$ cat config.mk
export PLATFORM = sky130hd
export DESIGN_NAME = track_length_and_average_speed
export DESIGN_NICKNAME = d
export VERILOG_FILES = /design/src/sv/tlas_pkg.sv /design/src/sv/tlas_ctrl.sv /design/src/sv/tlas_dpath.sv /design/src/sv/track_length_and_average_speed.sv
export SDC_FILE = /design/constraint.sdc
export NUM_CORES = 2
export LEC_CHECK = 0
export ABC_AREA = 1
export BUFFER_PORTS_ARGS = -buffer_cell sky130_fd_sc_hd__buf_2
export CORE_MARGIN = 2
export CORE_UTILIZATION = 40
export DETAILED_ROUTE_END_ITERATION = 10
export MAX_ROUTING_LAYER = met4
export PLACE_DENSITY = 0.53
export SKIP_CTS_REPAIR_TIMING = 1
export SYNTH_ARGS = -nofsm -noshare
export SYNTH_HDL_FRONTEND = slang
export SYNTH_SLANG_ARGS = --single-unit
$ cat constraint.sdc
create_clock -name clk_i -period 7.5 [get_ports clk_i]
set_input_delay 1.5 -clock clk_i [delete_from_list [all_inputs] [get_ports clk_i]]
set_output_delay 1.5 -clock clk_i [all_outputs]
set_load 0.1 [all_outputs]
$ cat src/sv/tlas_pkg.sv
`timescale 1ns / 1ps
// ----------------------------------------------------------------------------
// tlas_pkg
// Shared types and constants for the track length and average speed block.
// ----------------------------------------------------------------------------
package tlas_pkg;

  // Default geometry of the point fields
  localparam int COORD_WIDTH_DEF = 16;
  localparam int TIME_WIDTH_DEF  = 32;
  localparam int FRAC_BITS_DEF   = 8;

  // Result widths are fixed
  localparam int LEN_W    = 48;
  localparam int STATUS_W = 2;

  // Result status codes
  typedef enum logic [STATUS_W-1:0] {
    ST_OK       = 2'd0,
    ST_SHORT    = 2'd1,
    ST_BAD_TIME = 2'd2
  } status_e;

  // Commands from the controller to the datapath
  typedef struct packed {
    logic accept;     // take a point, update previous point
    logic mul_x;      // square dx
    logic mul_y;      // square dy, keep dx squared
    logic add_sq;     // form radicand, start root
    logic sqrt_step;  // one root bit
    logic acc_len;    // saturating add of the segment
    logic final_chk;  // classify the track, start divider
    logic div_step;   // one quotient bit
    logic load_out;   // move result to output, clear the track
  } cmd_t;

  // Status from the datapath to the controller
  typedef struct packed {
    logic point_seen;
    logic two_or_more;
    logic last;
    logic time_bad;
    logic cnt_zero;
  } sts_t;

endpackage

$ cat src/sv/tlas_ctrl.sv
`timescale 1ns / 1ps
// ----------------------------------------------------------------------------
// tlas_ctrl
// Sequencer for one point at a time: squaring, root iteration, accumulate,
// final divide, and the output handshake.
// ----------------------------------------------------------------------------
module tlas_ctrl (
  input  logic            clk_i,
  input  logic            rst_ni,
  input  logic            in_valid_i,
  output logic            in_stall_o,
  output logic            out_valid_o,
  input  logic            out_stall_i,
  input  tlas_pkg::sts_t  sts_i,
  output tlas_pkg::cmd_t  cmd_o
);
  import tlas_pkg::*;

  typedef enum logic [8:0] {
    S_IDLE  = 9'b000000001,
    S_MULX  = 9'b000000010,
    S_MULY  = 9'b000000100,
    S_ADD   = 9'b000001000,
    S_SQRT  = 9'b000010000,
    S_ACC   = 9'b000100000,
    S_NEXT  = 9'b001000000,
    S_FINAL = 9'b010000000,
    S_DIV   = 9'b100000000
  } state_e;

  state_e state_q, state_d;
  logic   out_valid_q, out_valid_d;
  logic   out_free;
  logic   pend_q, pend_d;
  logic   load_now;

  // Output slot is free when empty or being taken this cycle
  assign out_free = !out_valid_q || !out_stall_i;

  // Move a finished result into the output slot once it frees up
  assign load_now = pend_q && out_free;

  // Next state and commands
  always_comb begin
    state_d = state_q;
    cmd_o   = '0;
    case (state_q)
      S_IDLE: begin
        if (in_valid_i && !pend_q) begin
          cmd_o.accept = 1'b1;
          state_d = sts_i.point_seen ? S_MULX : S_NEXT;
        end
      end
      S_MULX: begin
        cmd_o.mul_x = 1'b1;
        state_d = S_MULY;
      end
      S_MULY: begin
        cmd_o.mul_y = 1'b1;
        state_d = S_ADD;
      end
      S_ADD: begin
        cmd_o.add_sq = 1'b1;
        state_d = S_SQRT;
      end
      S_SQRT: begin
        cmd_o.sqrt_step = 1'b1;
        if (sts_i.cnt_zero) begin
          state_d = S_ACC;
        end
      end
      S_ACC: begin
        cmd_o.acc_len = 1'b1;
        state_d = S_NEXT;
      end
      S_NEXT: begin
        state_d = sts_i.last ? S_FINAL : S_IDLE;
      end
      S_FINAL: begin
        cmd_o.final_chk = 1'b1;
        state_d = (sts_i.two_or_more && !sts_i.time_bad) ? S_DIV : S_IDLE;
      end
      S_DIV: begin
        cmd_o.div_step = 1'b1;
        if (sts_i.cnt_zero) begin
          state_d = S_IDLE;
        end
      end
      default: begin
        state_d = S_IDLE;
      end
    endcase
    cmd_o.load_out = load_now;
  end

  // Hold the finished result until the output slot frees up
  always_comb begin
    pend_d = pend_q;
    if ((state_q == S_FINAL && !(sts_i.two_or_more && !sts_i.time_bad)) ||
        (state_q == S_DIV && sts_i.cnt_zero)) begin
      pend_d = 1'b1;
    end
    if (pend_q && out_free) begin
      pend_d = 1'b0;
    end
  end

  always_comb begin
    out_valid_d = out_valid_q;
    if (!out_stall_i) begin
      out_valid_d = 1'b0;
    end
    if (pend_q && out_free) begin
      out_valid_d = 1'b1;
    end
  end

  always_ff @(posedge clk_i or negedge rst_ni) begin
    if (!rst_ni) begin
      state_q     <= S_IDLE;
      out_valid_q <= 1'b0;
      pend_q      <= 1'b0;
    end else begin
      state_q     <= state_d;
      out_valid_q <= out_valid_d;
      pend_q      <= pend_d;
    end
  end

  // Ready only when idle and no result is waiting for the slot
  assign in_stall_o  = (state_q != S_IDLE) || pend_q;
  assign out_valid_o = out_valid_q;

endmodule

$ cat src/sv/tlas_dpath.sv
`timescale 1ns / 1ps
// ----------------------------------------------------------------------------
// tlas_dpath
// Track state, shared squarer, bit-serial square root, saturating length
// accumulator, bit-serial divider and output registers.
// ----------------------------------------------------------------------------
module tlas_dpath #(
  parameter int COORD_WIDTH = tlas_pkg::COORD_WIDTH_DEF,
  parameter int TIME_WIDTH  = tlas_pkg::TIME_WIDTH_DEF,
  parameter int FRAC_BITS   = tlas_pkg::FRAC_BITS_DEF
) (
  input  logic                          clk_i,
  input  logic                          rst_ni,
  input  tlas_pkg::cmd_t                cmd_i,
  output tlas_pkg::sts_t                sts_o,
  input  logic [COORD_WIDTH-1:0]        x_coord_i,
  input  logic [COORD_WIDTH-1:0]        y_coord_i,
  input  logic [TIME_WIDTH-1:0]         time_stamp_i,
  input  logic                          last_point_i,
  output logic [tlas_pkg::LEN_W-1:0]    track_length_o,
  output logic [tlas_pkg::LEN_W-1:0]    avg_speed_o,
  output logic [tlas_pkg::STATUS_W-1:0] status_o
);
  import tlas_pkg::*;

  localparam int RootW  = COORD_WIDTH + FRAC_BITS + 1;
  localparam int RadW   = 2 * RootW;
  localparam int ProdW  = 2 * COORD_WIDTH;
  localparam int SqW    = ProdW + 1;
  localparam int CntMax = (RootW > LEN_W) ? RootW : LEN_W;
  localparam int SumW   = CntMax + 1;
  localparam int CntW   = $clog2(CntMax);

  // Track state
  logic [COORD_WIDTH-1:0] prev_x_q, prev_y_q;
  logic [TIME_WIDTH-1:0]  start_q;
  logic                   point_seen_q, two_q;
  logic [LEN_W-1:0]       len_q, len_d;
  logic [CntW-1:0]        cnt_q;

  // Working registers
  logic [TIME_WIDTH-1:0]  t_q;
  logic                   last_q;
  logic [COORD_WIDTH-1:0] dx_q, dy_q;
  logic [ProdW-1:0]       prod_q, sq_q;
  logic [RadW-1:0]        rad_q;
  logic [RootW+1:0]       rem_q;
  logic [RootW-1:0]       root_q;
  status_e                res_q;
  logic [TIME_WIDTH-1:0]  dvs_q;
  logic [LEN_W-1:0]       dq_q;
  logic [TIME_WIDTH-1:0]  drem_q;
  logic [LEN_W-1:0]       len_out_q, spd_out_q;
  status_e                status_out_q;

  // Absolute coordinate differences
  logic [COORD_WIDTH:0]   diff_x, diff_y, neg_x, neg_y;
  logic [COORD_WIDTH-1:0] dx_abs, dy_abs;

  assign diff_x = {x_coord_i[COORD_WIDTH-1], x_coord_i} -
                  {prev_x_q[COORD_WIDTH-1], prev_x_q};
  assign diff_y = {y_coord_i[COORD_WIDTH-1], y_coord_i} -
                  {prev_y_q[COORD_WIDTH-1], prev_y_q};
  assign neg_x  = -diff_x;
  assign neg_y  = -diff_y;
  assign dx_abs = diff_x[COORD_WIDTH] ? neg_x[COORD_WIDTH-1:0] : diff_x[COORD_WIDTH-1:0];
  assign dy_abs = diff_y[COORD_WIDTH] ? neg_y[COORD_WIDTH-1:0] : diff_y[COORD_WIDTH-1:0];

  // Shared squarer
  logic [COORD_WIDTH-1:0] mul_a;
  logic [ProdW-1:0]       prod;

  assign mul_a = cmd_i.mul_x ? dx_q : dy_q;
  assign prod  = mul_a * mul_a;

  // Sum of squares
  logic [SqW-1:0] sumsq;
  assign sumsq = SqW'(sq_q) + SqW'(prod_q);

  // One root bit: bring down a bit pair, try 4*root+1
  logic [RootW+1:0] rem_sh, trial, rem_sub;
  logic             root_ge;

  assign rem_sh  = {rem_q[RootW-1:0], rad_q[RadW-1 -: 2]};
  assign trial   = {root_q, 2'b01};
  assign root_ge = rem_sh >= trial;
  assign rem_sub = rem_sh - trial;

  // Saturating length accumulate
  logic [SumW-1:0] len_sum;
  assign len_sum = SumW'(root_q) + SumW'(len_q);
  assign len_d   = (len_sum[SumW-1:LEN_W] != '0) ? '1 : len_sum[LEN_W-1:0];

  // One quotient bit
  logic [TIME_WIDTH:0] drem_sh, drem_sub;
  logic                div_ge;

  assign drem_sh  = {drem_q, dq_q[LEN_W-1]};
  assign drem_sub = drem_sh - {1'b0, dvs_q};
  assign div_ge   = !drem_sub[TIME_WIDTH];

  // Elapsed time and its check
  logic                  time_bad;
  logic [TIME_WIDTH-1:0] elapsed;

  assign time_bad = t_q <= start_q;
  assign elapsed  = t_q - start_q;

  // Track state and iteration counter
  always_ff @(posedge clk_i or negedge rst_ni) begin
    if (!rst_ni) begin
      prev_x_q     <= '0;
      prev_y_q     <= '0;
      start_q      <= '0;
      point_seen_q <= 1'b0;
      two_q        <= 1'b0;
      len_q        <= '0;
      cnt_q        <= '0;
    end else begin
      if (cmd_i.accept) begin
        prev_x_q <= x_coord_i;
        prev_y_q <= y_coord_i;
        if (!point_seen_q) begin
          point_seen_q <= 1'b1;
          start_q      <= time_stamp_i;
          len_q        <= '0;
        end
      end else if (cmd_i.add_sq) begin
        cnt_q <= CntW'(RootW - 1);
      end else if (cmd_i.sqrt_step || cmd_i.div_step) begin
        cnt_q <= cnt_q - 1'b1;
      end else if (cmd_i.acc_len) begin
        len_q <= len_d;
        two_q <= 1'b1;
      end else if (cmd_i.final_chk) begin
        cnt_q <= CntW'(LEN_W - 1);
      end else if (cmd_i.load_out) begin
        prev_x_q     <= '0;
        prev_y_q     <= '0;
        start_q      <= '0;
        point_seen_q <= 1'b0;
        two_q        <= 1'b0;
        len_q        <= '0;
      end
    end
  end

  // Working registers
  always_ff @(posedge clk_i) begin
    if (cmd_i.accept) begin
      t_q    <= time_stamp_i;
      last_q <= last_point_i;
      dx_q   <= dx_abs;
      dy_q   <= dy_abs;
    end
    if (cmd_i.mul_x) begin
      prod_q <= prod;
    end
    if (cmd_i.mul_y) begin
      sq_q   <= prod_q;
      prod_q <= prod;
    end
    if (cmd_i.add_sq) begin
      rad_q  <= RadW'(sumsq) << (2 * FRAC_BITS);
      rem_q  <= '0;
      root_q <= '0;
    end
    if (cmd_i.sqrt_step) begin
      rad_q  <= rad_q << 2;
      rem_q  <= root_ge ? rem_sub : rem_sh;
      root_q <= {root_q[RootW-2:0], root_ge};
    end
    if (cmd_i.final_chk) begin
      if (!two_q) begin
        res_q <= ST_SHORT;
      end else if (time_bad) begin
        res_q <= ST_BAD_TIME;
      end else begin
        res_q <= ST_OK;
      end
      dvs_q  <= elapsed;
      dq_q   <= len_q;
      drem_q <= '0;
    end
    if (cmd_i.div_step) begin
      drem_q <= div_ge ? drem_sub[TIME_WIDTH-1:0] : drem_sh[TIME_WIDTH-1:0];
      dq_q   <= {dq_q[LEN_W-2:0], div_ge};
    end
    if (cmd_i.load_out) begin
      len_out_q    <= len_q;
      spd_out_q    <= (res_q == ST_OK) ? dq_q : '0;
      status_out_q <= res_q;
    end
  end

  assign sts_o.point_seen  = point_seen_q;
  assign sts_o.two_or_more = two_q;
  assign sts_o.last        = last_q;
  assign sts_o.time_bad    = time_bad;
  assign sts_o.cnt_zero    = (cnt_q == '0);

  assign track_length_o = len_out_q;
  assign avg_speed_o    = spd_out_q;
  assign status_o       = status_out_q;

endmodule

$ cat src/sv/track_length_and_average_speed.sv
`timescale 1ns / 1ps
// A first point only records its position and time; a later point is squared, its
//   root taken by the one-bit-per-cycle square root, and the segment accumulated.
// A last point then runs the bit-serial divider before its item shows;
//   a single-point or mistimed track skips the divider.
// The input stalls while a point is in work or a result is pending; the output
//   register lets a result wait. Reset: asynchronous, active low; clears track and valid.
// ----------------------------------------------------------------------------
// track_length_and_average_speed
// Path length and average speed of a track of timestamped 2-D points.
// ----------------------------------------------------------------------------
module track_length_and_average_speed #(
  parameter int COORD_WIDTH = tlas_pkg::COORD_WIDTH_DEF,
  parameter int TIME_WIDTH  = tlas_pkg::TIME_WIDTH_DEF,
  parameter int FRAC_BITS   = tlas_pkg::FRAC_BITS_DEF
) (
  input  logic                          clk_i,
  input  logic                          rst_ni,
  input  logic                          in_valid_i,
  output logic                          in_stall_o,
  input  logic [COORD_WIDTH-1:0]        x_coord_i,
  input  logic [COORD_WIDTH-1:0]        y_coord_i,
  input  logic [TIME_WIDTH-1:0]         time_stamp_i,
  input  logic                          last_point_i,
  output logic                          out_valid_o,
  input  logic                          out_stall_i,
  output logic [tlas_pkg::LEN_W-1:0]    track_length_o,
  output logic [tlas_pkg::LEN_W-1:0]    avg_speed_o,
  output logic [tlas_pkg::STATUS_W-1:0] status_o
);
  import tlas_pkg::*;

  cmd_t cmd;
  sts_t sts;

  // Sequencer
  tlas_ctrl u_ctrl (
    .clk_i       (clk_i),
    .rst_ni      (rst_ni),
    .in_valid_i  (in_valid_i),
    .in_stall_o  (in_stall_o),
    .out_valid_o (out_valid_o),
    .out_stall_i (out_stall_i),
    .sts_i       (sts),
    .cmd_o       (cmd)
  );

  // Arithmetic and track state
  tlas_dpath #(
    .COORD_WIDTH (COORD_WIDTH),
    .TIME_WIDTH  (TIME_WIDTH),
    .FRAC_BITS   (FRAC_BITS)
  ) u_dpath (
    .clk_i          (clk_i),
    .rst_ni         (rst_ni),
    .cmd_i          (cmd),
    .sts_o          (sts),
    .x_coord_i      (x_coord_i),
    .y_coord_i      (y_coord_i),
    .time_stamp_i   (time_stamp_i),
    .last_point_i   (last_point_i),
    .track_length_o (track_length_o),
    .avg_speed_o    (avg_speed_o),
    .status_o       (status_o)
  );

endmodule

==> results.sh <==
export IMPL_status="completed"
export IMPL_cts_num_sinks=554
export IMPL_yosys_warnings=0
export IMPL_dr_wl_met2_um=49100
export IMPL_slowest_delay_ps=540
export IMPL_ys_ff_latch=554
export IMPL_antenna_found_initial=4
export IMPL_cts_root_buf="clkbuf_16"
export IMPL_wl_um=104000
export IMPL_numPortBuffers=168
export IMPL_min_period_over_period=0.951
export IMPL_arrival_ps=7500
export IMPL_grt_max_degree=85
export IMPL_final_util=0.451
export IMPL_die_y_um=319
export IMPL_netlist_area_leader_share=0.320
export IMPL_synth_cells=4731
export IMPL_synth_edf_count=423
export IMPL_viasPerCell=4.97
export IMPL_relSlewSlack=0.249
export IMPL_synth_ff_type="edfxtp_1"
export IMPL_top_level_ports=169
export IMPL_fmax_mhz=140
export IMPL_fin_nets=5444
export IMPL_first_pass_iters=8
export IMPL_dieArea_mm2=0.102
export IMPL_core_area_mm2=0.0984
export IMPL_drive_gt1_frac=0.0781
export IMPL_synth_most_common_cell="nand2_1"
export IMPL_stdcell_count=6272
export IMPL_grt_first_pass_wirelength_um=168000
export IMPL_crit_required_ps=7870
export IMPL_highest_signal_layer="met4"
export IMPL_worst_setup_path_end_kind="flop"
export IMPL_synthArstFlopShare=0.236
export IMPL_layout_min_cycle_time_ps=7130
export IMPL_finalMaxSlewViolations=0
export IMPL_drtIter0Drc=2012
export IMPL_crit_family="adder cells"
export IMPL_regArea_mm2=0.0160
export IMPL_cts_tree="yes"
export IMPL_max_cap_violations=0
export IMPL_clk_path_buf_depth=3
export IMPL_multi_input_area_mm2=0.0204
export IMPL_htreeDepth=3
export IMPL_worst_pin_slew_ps=1130
export IMPL_die_x_um=319
export IMPL_avgRoutedWirePerCell_um=16.6
export IMPL_gp_congestion=0.935
export IMPL_rows=115
export IMPL_crit_type="reg2reg"
export IMPL_synth_distinct_cells=55
export IMPL_synth_common_cells="nand2_1, inv_1, nor2_1"
export IMPL_track_usage=0.212
export IMPL_dp_cells=6139
export IMPL_path_buf_inv=8
export IMPL_insertion_delay_ps=630
export IMPL_cts_buffers=68
export IMPL_finalClockSkew_ps=19.4
export IMPL_critPathLaunchType="flop"
export IMPL_cp_max_fo=26
export IMPL_crit_slowest_cell="fa_1"
export IMPL_finalHoldViolCount=0
export IMPL_met1_length_um=48400
export IMPL_drc=0
export IMPL_ys_seq_area_frac=0.402
export IMPL_synthesis_area_mm2=0.0397
export IMPL_finalSetupViolations=0
export IMPL_dr_total_vias=31160
export IMPL_initial_core_util=0.404
export IMPL_syn2layout_area_growth_pct=11.8
export IMPL_synth_largest_area_cell="edfxtp_1"
export IMPL_avgSynthCellArea_um2=8.40
export IMPL_syn_num_nets=5248
export IMPL_clkTransAtPathRegs_ps=60
export IMPL_hold_path_class="reg2reg"
export IMPL_overflow=0
export IMPL_synth_area_leaders="edfxtp_1, nand2_1, ha_1"
export IMPL_fillers=9991
export IMPL_hpwl_um=81600
export IMPL_grt_pass1_vias=31117
export IMPL_ant_nets=0
export IMPL_wl_met3_um=4050
[cells by family after synthesis]
group,count (synthesis),share of synthesized area
buf+inv,898,0.0867
fa+ha+maj,448,0.173
simple gates,1940,0.199
flops,554,0.402
compound gates,722,0.101
xor+xnor,169,0.0373
[per-stage QoR]
| stage | instance area, µm² | hold slack, ps | setup WS [ps] | TNS (ps) |
|---|---|---|---|---|
| 2_1_floorplan | 39700 | 417 | 900 | 0 |
| 4_1_cts | 44300 | 453 | 182 | 0 |
| 3_5_place_dp | 42100 | 439 | 240 | 0 |
| 5_1_grt | 44400 | 467 | -0.129 | -0.129 |
| 6_report | 44400 | 454 | 365 | 0 |
| 3_3_place_gp | 42100 | 432 | 380 | 0 |
[state kept, by name, summed over array words and instances, names as in the netlist, 32 cells and up]
name,count
u_dpath.avg_speed_o,48
u_dpath.len_q,48
u_dpath.track_length_o,48
u_dpath.t_q,32
u_dpath.start_q,32
u_dpath.drem_q,32
u_dpath.dvs_q,32
u_dpath.dq_q,48
u_dpath.rad_q,34
[worst paths after layout]
check / startpoint / endpoint / slack [ps] / cells after the start
max: u_ctrl.state_q[4] / u_dpath.prod_q[24] / 370 / 27
min: u_dpath.res_q[1] / u_dpath.status_o[1] / 450 / 0
max reg2reg: u_ctrl.state_q[4] / u_dpath.prod_q[24] / 370 / 27
min reg2reg: u_dpath.res_q[1] / u_dpath.status_o[1] / 450 / 0
max in group asynchronous: rst_ni / u_dpath.len_q[6] / 5350 / 2
min in group asynchronous: rst_ni / u_dpath.prev_y_q[15] / 880 / 1
[cells in the final DEF (no fill, tap or decap), types with 7 or more instances in the layout]
master / instances
a31oi_1: 14
o211ai_1: 7
clkbuf_1: 7
o22ai_1: 32
o21ai_1: 48
o21bai_1: 22
nor3_1: 52
buf_4: 36
a21oi_1: 257
a21o_1: 22
fa_1: 169
o21ai_0: 258
clkbuf_16: 68
clkinv_1: 12
o21a_1: 19
clkinvlp_4: 11
buf_2: 167
xnor2_1: 62
ha_1: 279
clkinv_2: 12
nand4_1: 35
nand2_1: 1064
dfrtp_1: 130
nor2_2: 10
nor4_1: 12
inv_1: 799
inv_2: 15
xor2_1: 107
edfxtp_1: 423
nand3_1: 199
nor2_1: 521
nand3b_1: 15
or2_2: 11
o21ai_2: 11
a21boi_0: 8
[per-layer routing]
metal  vias to the layer above  global-route usage
li1                      15767                   -
met1                     14703               0.279
met2                       554               0.348
met3                       136              0.0223
met4                         0              0.0612
met5                         -                   -
[final cells by class]
cell class | instances | area share
antenna | 4 | 0.000225
clock buffer | 75 | 0.0389
clock inverter | 49 | 0.0113
inverter | 819 | 0.0694
multi-input combinational | 3279 | 0.458
sequential | 554 | 0.360
tap | 1287 | 0.0363
timing repair buffer | 205 | 0.0256
Power is not shown: default switching activity piles up to over one toggle a cycle in this logic, so the estimate is an artifact.
